File: config.mk
export PLATFORM = sky130hd
export DESIGN_NAME = keyed_fifo_record_queue_unit
export DESIGN_NICKNAME = d
export VERILOG_FILES = /design/src/hw/rtl/kfq_pkg.sv /design/src/hw/rtl/kfq_ram.sv /design/src/hw/rtl/kfq_ctrl.sv /design/src/hw/rtl/kfq_dpath.sv /design/src/hw/rtl/keyed_fifo_record_queue_unit.sv
export SDC_FILE = /design/constraint.sdc
export NUM_CORES = 2
export LEC_CHECK = 0
export ABC_AREA = 1
export BUFFER_PORTS_ARGS = -buffer_cell sky130_fd_sc_hd__buf_2
export CAP_MARGIN = 0
export CORE_ASPECT_RATIO = 0.8
export CORE_UTILIZATION = 50
export CTS_BUF_LIST = sky130_fd_sc_hd__clkbuf_8
export DETAILED_ROUTE_END_ITERATION = 8
export PLACE_DENSITY = 0.77
export SLEW_MARGIN = 25
export SYNTH_ARGS = -nofsm -noshare
export SYNTH_HDL_FRONTEND = slang
export SYNTH_SLANG_ARGS = --single-unit
export TNS_END_PERCENT = 30
File: constraint.sdc
create_clock -name clk -period 11.9 [get_ports clk]
set_input_delay 2.38 -clock clk [delete_from_list [all_inputs] [get_ports clk]]
set_output_delay 2.38 -clock clk [all_outputs]
set_load 0.005 [all_outputs]
File: src/hw/rtl/kfq_pkg.sv
// Shared types, codes and default sizes for the keyed FIFO record queue.
`timescale 1ns / 1ps

package kfq_pkg;

  localparam int KEY_W            = 16;
  localparam int PAYLOAD_W        = 64;
  localparam int OP_W             = 3;
  localparam int DEF_QUEUE_DEPTH  = 16;
  localparam int DEF_PAYLOAD_BITS = 64;

  localparam logic [OP_W-1:0] OP_PUSH   = 3'd0;
  localparam logic [OP_W-1:0] OP_POP    = 3'd1;
  localparam logic [OP_W-1:0] OP_MODIFY = 3'd2;
  localparam logic [OP_W-1:0] OP_LOOKUP = 3'd3;
  localparam logic [OP_W-1:0] OP_REMOVE = 3'd4;

  typedef struct packed {
    logic [OP_W-1:0]      operation;
    logic [KEY_W-1:0]     search_key;
    logic [KEY_W-1:0]     record_key;
    logic [PAYLOAD_W-1:0] record_payload;
  } in_req_t;

  typedef struct packed {
    logic                 status;
    logic [KEY_W-1:0]     out_key;
    logic [PAYLOAD_W-1:0] out_payload;
  } out_rsp_t;

  typedef enum logic [2:0] {
    ST_IDLE,
    ST_DECODE,
    ST_SCAN,
    ST_SHIFT,
    ST_DONE
  } fsm_state_t;

  typedef enum logic [1:0] {
    RES_FAIL,
    RES_OK,
    RES_DATA
  } res_kind_t;

  typedef enum logic [1:0] {
    RD_ZERO,
    RD_NEXT,
    RD_NEXT2
  } rd_sel_t;

  typedef struct packed {
    logic      req_load;
    logic      idx_inc;
    logic      count_inc;
    logic      count_dec;
    logic      wr_en;
    logic      wr_tail;
    logic      wr_from_ram;
    rd_sel_t   rd_sel;
    logic      res_en;
    res_kind_t res_kind;
    logic      out_load;
  } ctrl_cmd_t;

  typedef struct packed {
    logic [OP_W-1:0] op;
    logic            count_zero;
    logic            full;
    logic            key_match;
    logic            last;
    logic            shift_more;
    logic            out_free;
  } dp_stat_t;

endpackage

File: src/hw/rtl/kfq_ram.sv
// Generic single-write, single-read RAM with registered read data.
`timescale 1ns / 1ps

module kfq_ram #(
  parameter int WIDTH = 8,
  parameter int DEPTH = 16,
  localparam int AW   = (DEPTH > 1) ? $clog2(DEPTH) : 1
) (
  input  logic             clk,
  input  logic             wr_en,
  input  logic [AW-1:0]    wr_addr,
  input  logic [WIDTH-1:0] wr_data,
  input  logic [AW-1:0]    rd_addr,
  output logic [WIDTH-1:0] rd_data
);

  logic [WIDTH-1:0] mem [DEPTH];
  logic [WIDTH-1:0] rd_data_r;

  always_ff @(posedge clk) begin
    if (wr_en) begin
      mem[wr_addr] <= wr_data;
    end
    rd_data_r <= mem[rd_addr];
  end

  assign rd_data = rd_data_r;

endmodule

File: src/hw/rtl/kfq_ctrl.sv
// Controller state machine that sequences each request through decode and, as its operation needs, scan and shift.
`timescale 1ns / 1ps

module kfq_ctrl
  import kfq_pkg::*;
(
  input  logic      clk,
  input  logic      rst_n,
  input  logic      in_valid,
  output logic      in_ready,
  input  dp_stat_t  stat,
  output ctrl_cmd_t cmd
);

  fsm_state_t state_r;
  fsm_state_t state_nxt;
  logic       hit;

  always_ff @(posedge clk) begin
    if (!rst_n) begin
      state_r <= ST_IDLE;
    end else begin
      state_r <= state_nxt;
    end
  end

  assign hit = (stat.op == OP_POP) || stat.key_match;

  always_comb begin
    state_nxt    = state_r;
    cmd          = '0;
    cmd.rd_sel   = RD_ZERO;
    cmd.res_kind = RES_FAIL;
    in_ready     = 1'b0;
    case (state_r)
      ST_IDLE: begin
        in_ready     = 1'b1;
        cmd.req_load = in_valid;
        if (in_valid) begin
          state_nxt = ST_DECODE;
        end
      end
      ST_DECODE: begin
        cmd.res_en = 1'b1;
        state_nxt  = ST_DONE;
        case (stat.op)
          OP_PUSH: begin
            if (!stat.full) begin
              cmd.wr_en     = 1'b1;
              cmd.wr_tail   = 1'b1;
              cmd.count_inc = 1'b1;
              cmd.res_kind  = RES_OK;
            end
          end
          OP_POP, OP_MODIFY, OP_LOOKUP, OP_REMOVE: begin
            if (!stat.count_zero) begin
              cmd.res_en = 1'b0;
              state_nxt  = ST_SCAN;
            end
          end
          default: begin
            cmd.res_kind = RES_FAIL;
          end
        endcase
      end
      ST_SCAN: begin
        cmd.rd_sel = RD_NEXT;
        if (hit) begin
          cmd.res_en = 1'b1;
          case (stat.op)
            OP_POP: begin
              cmd.res_kind = RES_DATA;
              state_nxt    = ST_SHIFT;
            end
            OP_LOOKUP: begin
              cmd.res_kind = RES_DATA;
              state_nxt    = ST_DONE;
            end
            OP_MODIFY: begin
              cmd.wr_en    = 1'b1;
              cmd.res_kind = RES_OK;
              state_nxt    = ST_DONE;
            end
            default: begin
              cmd.res_kind = RES_OK;
              state_nxt    = ST_SHIFT;
            end
          endcase
        end else if (stat.last) begin
          cmd.res_en = 1'b1;
          state_nxt  = ST_DONE;
        end else begin
          cmd.idx_inc = 1'b1;
        end
      end
      ST_SHIFT: begin
        cmd.rd_sel = RD_NEXT2;
        if (stat.shift_more) begin
          cmd.wr_en       = 1'b1;
          cmd.wr_from_ram = 1'b1;
          cmd.idx_inc     = 1'b1;
        end else begin
          cmd.count_dec = 1'b1;
          state_nxt     = ST_DONE;
        end
      end
      ST_DONE: begin
        if (stat.out_free) begin
          cmd.out_load = 1'b1;
          state_nxt    = ST_IDLE;
        end
      end
      default: begin
        state_nxt = ST_IDLE;
      end
    endcase
  end

endmodule

File: src/hw/rtl/kfq_dpath.sv
// Datapath with request register, record memory, index and count, and result and output registers.
`timescale 1ns / 1ps

module kfq_dpath
  import kfq_pkg::*;
#(
  parameter int QUEUE_DEPTH  = DEF_QUEUE_DEPTH,
  parameter int PAYLOAD_BITS = DEF_PAYLOAD_BITS
) (
  input  logic      clk,
  input  logic      rst_n,
  input  in_req_t   in_data,
  input  logic      out_ready,
  output logic      out_valid,
  output out_rsp_t  out_data,
  input  ctrl_cmd_t cmd,
  output dp_stat_t  stat
);

  localparam int AW = $clog2(QUEUE_DEPTH);
  localparam int CW = $clog2(QUEUE_DEPTH + 1);
  localparam int SW = CW + 1;
  localparam int EW = KEY_W + PAYLOAD_BITS;

  in_req_t           req_r;
  logic [CW-1:0]     count_r;
  logic [AW-1:0]     idx_r;
  out_rsp_t          res_r;
  out_rsp_t          res_nxt;
  out_rsp_t          out_data_r;
  logic              out_valid_r;

  logic [SW-1:0]     idx_p1;
  logic [SW-1:0]     idx_p2;
  logic [SW-1:0]     count_ext;
  logic [AW-1:0]     rd_addr;
  logic [AW-1:0]     wr_addr;
  logic [EW-1:0]     wr_data;
  logic [EW-1:0]     rd_data;
  logic [KEY_W-1:0]  rd_key;

  assign idx_p1    = SW'(idx_r) + SW'(1);
  assign idx_p2    = SW'(idx_r) + SW'(2);
  assign count_ext = SW'(count_r);
  assign rd_key    = rd_data[EW-1:PAYLOAD_BITS];

  always_comb begin
    case (cmd.rd_sel)
      RD_NEXT:  rd_addr = (idx_p1 < SW'(QUEUE_DEPTH)) ? idx_p1[AW-1:0] : '0;
      RD_NEXT2: rd_addr = (idx_p2 < SW'(QUEUE_DEPTH)) ? idx_p2[AW-1:0] : '0;
      default:  rd_addr = '0;
    endcase
  end

  assign wr_addr = cmd.wr_tail ? count_r[AW-1:0] : idx_r;
  assign wr_data = cmd.wr_from_ram ? rd_data
                                   : {req_r.record_key, req_r.record_payload[PAYLOAD_BITS-1:0]};

  kfq_ram #(
    .WIDTH (EW),
    .DEPTH (QUEUE_DEPTH)
  ) u_ram (
    .clk     (clk),
    .wr_en   (cmd.wr_en),
    .wr_addr (wr_addr),
    .wr_data (wr_data),
    .rd_addr (rd_addr),
    .rd_data (rd_data)
  );

  always_comb begin
    res_nxt = '0;
    case (cmd.res_kind)
      RES_OK: begin
        res_nxt.status = 1'b0;
      end
      RES_DATA: begin
        res_nxt.status      = 1'b0;
        res_nxt.out_key     = rd_key;
        res_nxt.out_payload = PAYLOAD_W'(rd_data[PAYLOAD_BITS-1:0]);
      end
      default: begin
        res_nxt.status = 1'b1;
      end
    endcase
  end

  always_ff @(posedge clk) begin
    if (!rst_n) begin
      count_r     <= '0;
      out_valid_r <= 1'b0;
    end else begin
      if (cmd.count_inc) begin
        count_r <= count_r + CW'(1);
      end else if (cmd.count_dec) begin
        count_r <= count_r - CW'(1);
      end
      out_valid_r <= cmd.out_load | (out_valid_r & ~out_ready);
    end
  end

  always_ff @(posedge clk) begin
    if (cmd.req_load) begin
      req_r <= in_data;
      idx_r <= '0;
    end else if (cmd.idx_inc) begin
      idx_r <= idx_r + AW'(1);
    end
    if (cmd.res_en) begin
      res_r <= res_nxt;
    end
    if (cmd.out_load) begin
      out_data_r <= res_r;
    end
  end

  assign stat.op         = req_r.operation;
  assign stat.count_zero = (count_r == '0);
  assign stat.full       = (count_r == CW'(QUEUE_DEPTH));
  assign stat.key_match  = (rd_key == req_r.search_key);
  assign stat.last       = (idx_p1 == count_ext);
  assign stat.shift_more = (idx_p1 < count_ext);
  assign stat.out_free   = ~out_valid_r | out_ready;

  assign out_valid = out_valid_r;
  assign out_data  = out_data_r;

endmodule

File: src/hw/rtl/keyed_fifo_record_queue_unit.sv
// Top level of the keyed FIFO record queue: controller plus datapath.
// Push and requests failing on an empty or full queue go from decode straight to the done state.
// Lookup, modify and remove scan from the head until the key matches or the last record misses;
// pop takes the head, and pop and remove then shift later records down, one entry per cycle.
// One request is in flight at a time; a waiting response lets the next request in only.
// Synchronous reset empties the queue; record storage is not cleared and needs no sweep.
`timescale 1ns / 1ps

module keyed_fifo_record_queue_unit
  import kfq_pkg::*;
#(
  parameter int QUEUE_DEPTH  = DEF_QUEUE_DEPTH,
  parameter int PAYLOAD_BITS = DEF_PAYLOAD_BITS
) (
  input  logic     clk,
  input  logic     rst_n,
  input  logic     in_valid,
  output logic     in_ready,
  input  in_req_t  in_data,
  output logic     out_valid,
  input  logic     out_ready,
  output out_rsp_t out_data
);

  ctrl_cmd_t cmd;
  dp_stat_t  stat;

  kfq_ctrl u_ctrl (
    .clk      (clk),
    .rst_n    (rst_n),
    .in_valid (in_valid),
    .in_ready (in_ready),
    .stat     (stat),
    .cmd      (cmd)
  );

  kfq_dpath #(
    .QUEUE_DEPTH  (QUEUE_DEPTH),
    .PAYLOAD_BITS (PAYLOAD_BITS)
  ) u_dpath (
    .clk       (clk),
    .rst_n     (rst_n),
    .in_data   (in_data),
    .out_ready (out_ready),
    .out_valid (out_valid),
    .out_data  (out_data),
    .cmd       (cmd),
    .stat      (stat)
  );

endmodule
==> impl_metrics.ini <==
[placed_design]
hpwlAfterDp_mm = 76.66
io_buffers = 185
dpl_cell_area_um2 = 66090
place_congestion = 0.8349
placedCellCount = 6278
place_ws_ps = 5770

[clock_network]
cts_tree = done
worstSkewPairLatency_ps = 950
clkSlewWorstSetupHoldPaths_ps = 70
cts_sinks = 1634
h-tree-depth = 4
cts-root-buf = clkbuf_8
hold_buffers = 0
cts_inserted_buffers = 238
cts_setup_buffers = 0
clk_path_buf_depth = 3
cts.repair.resized = 0

[yosys]
synth_top_family_by_area = simple AND/OR/NAND/NOR gates
synth_area_um2 = 63450
ys_ff_latch = 1634
synth_compound_area_share_pct = 8.657
synth_mux_area_share_pct = 1.136
synth_top_area_share_pct = 72.93
synthTopCellsByArea = edfxtp_1, o211ai_1, nor2_1
synth_cells = 4644
synthXorXnorAreaFrac_pct = 0.04141
yosys.area_share.simple_pct = 10.14
ys_seq_area_share_pct = 75.87
syn_nets = 4762
yosys.area_share.adder_pct = 0.3076
syn-mean-instance-area_um2 = 13.66
synth_area_leader_cell = edfxtp_1
synth_cell_types = 35
ys.warnings.count = 0

[finish]
area.growth.synth_to_final_pct = 11.68
regArea_um2 = 48140
instances_no_fill = 6740
drive_gt1_share_pct = 15.68
fin_nets = 4987
multi_input_comb_area_um2 = 13050
final_util_pct = 56.51
nFillCells = 9589
design_area_um2 = 70860

[floorplanning]
die-width_um = 400.3
initial_core_util_pct = 50.60
rows = 116
die_y_um = 320.6
dieArea_um2 = 128300
design.portCount = 186
core_area_um2 = 125400

[detailed_routing]
dr.first_iter.drc_count = 4992
vias_per_cell = 5.744
vias = 38720
wl_per_cell_um = 22.32
ant_nets = 0
drtPass1Iterations = 6
drc = 0
drt-total-wl_mm = 150.4

[critical_path]
worst-r2r-cell-count = 15
crit_required_ps = 12740
critPathMaxFanout = 144
rrSetupSlack_ps = 5540
start_kind = flop
crit_type = flop to flop
cp-end-kind = flop
arrival_ps = 7200

[flow_run]
max_cap_violations = 0

[power_and_ir_drop]
leakage_nw = 25.29
power.density_nw_per_um2 = 169.1
p_total_mw = 11.98
vdd_ir_drop_max_mv = 0.1334

[sta]
period_needed_ps = 6361
finalSetupTns_ps = 0
worst_slack_ps = 5539
slew_violations = 0
hold_violations = 0
finalSetupViolations = 0
whs_ps = 385.2
tightest_slew_ps = 1181
fin_worst_skew_ps = 49.58
finalCritPeriodShare_pct = 53.45
rsz0062_at_grt = false
maxSlewHeadroom_pct = 21.24
fmax_ghz = 0.1572

[global_routing]
grt_util_met3_pct = 4.877
grt_util_met1_pct = 33.00
antenna_found_initial = 8
gr-total-overflow = 0
grt_start_max_net_pins = 236
track_usage_pct = 23.13
grt_first_pass_wirelength_mm = 227.5
grt_pass1_vias = 37580
busiest_layer = met2
grtUsageMet2_pct = 35.61

[min_path]
hold_path_depth = 0
hp-class = flop to flop

[outcome]
status = finished, final reports clean
final cells by class:
type	instances	area share [%]
Antenna cell	5	0.01766
Clock buffer	267	5.186
Multi-Input combinational cell	2410	18.42
Timing Repair Buffer	265	2.380
Sequential cell	1634	67.93
Clock inverter	187	1.413
Tap cell	1652	2.917
Inverter	320	1.734
report_power, final:
group,internal (mW),switching [mW],total [mW]
Sequential,6.82,0.0932,6.92
Combinational,0.158,0.583,0.741
Clock,2.16,2.16,4.33
Total,9.15,2.84,12.0
layer usage:
metal	part of all wire [%]	vias to the layer above
met5	0.051	-
li1	-	17400
met3	9.9	260
met4	2.2	12
met1	42	18980
met2	46	2067
critical path, stage by stage, from the launching register on:
cell      delay [ps]
dfxtp_1          390
inv_1            110
nor3_2           400
inv_1            210
ha_1             290
nand3_1          200
nand2_8          360
nand2_8          750
buf_6            730
buf_4            890
buf_4            880
nand2_1          120
o211ai_1         150
o211ai_1         160
nand3_1          150
nand2_1           70
sequential cells by signal, summed over array words and instances, names as in the netlist:
| name | cells |
|---|---|
| u_dpath.u_ram.mem | 1280 |
| u_ctrl.state_r | 3 |
| u_dpath.u_ram.rd_data | 80 |
| u_dpath.idx_r | 4 |
| u_dpath.res_r | 81 |
| u_dpath.out_valid | 1 |
| u_dpath.req_r | 96 |
| u_dpath.out_data | 81 |
| u_dpath.count_r | 5 |
| u_dpath.stat | 3 |
layout by cell type, fill, tap and decap left out, types with 64 or more instances in the layout:
| cell | instances |
|---|---|
| nor2_1 | 511 |
| edfxtp_1 | 1541 |
| or2_2 | 107 |
| inv_1 | 410 |
| nand2_1 | 442 |
| mux2_2 | 64 |
| dfxtp_1 | 93 |
| o21ai_0 | 348 |
| clkbuf_8 | 267 |
| buf_2 | 185 |
| o211ai_1 | 482 |
| buf_4 | 66 |
| nand3_1 | 333 |
final timing paths:
check                                   from                                end
max           u_ctrl.state_r[1]$_SDFFE_PN0P_  u_dpath.u_ram.rd_data[50]$_DFF_P_
min          u_dpath.res_r[27]$_SDFFCE_PP0P_     u_dpath.out_data[27]$_DFFE_PP_
max reg2reg   u_ctrl.state_r[1]$_SDFFE_PN0P_  u_dpath.u_ram.rd_data[50]$_DFF_P_
min reg2reg  u_dpath.res_r[27]$_SDFFCE_PP0P_     u_dpath.out_data[27]$_DFFE_PP_
synthesized netlist by cell type (all sizes together):
cell type and number:
a21oi 12, a221oi 1, fa 1, inv 320, o21ai 349, nor2 519
dfxtp 93, xor2 3, clkbuf 144, ha 14, or2 161, o211ai 482
nand2 444, nand4 5, o22ai 1, mux2 64, a21o 1, nand3 334
buf 136, edfxtp 1541, a31oi 3, nor3 16
cell families (layout without fill, tap and decap cells):
family                   count (synthesis)  count (layout)
other                                    0               5
AND/OR/NAND/NOR                       1479            1479
multiplexers                            64              64
flip-flops                            1634            1634
AO/OA/AOI/OAI                          849             849
adder cells (fa/ha/maj)                 15              15
buffers and inverters                  600            1039
XOR/XNOR                                 3               3
(Power assumes the default switching activity.)
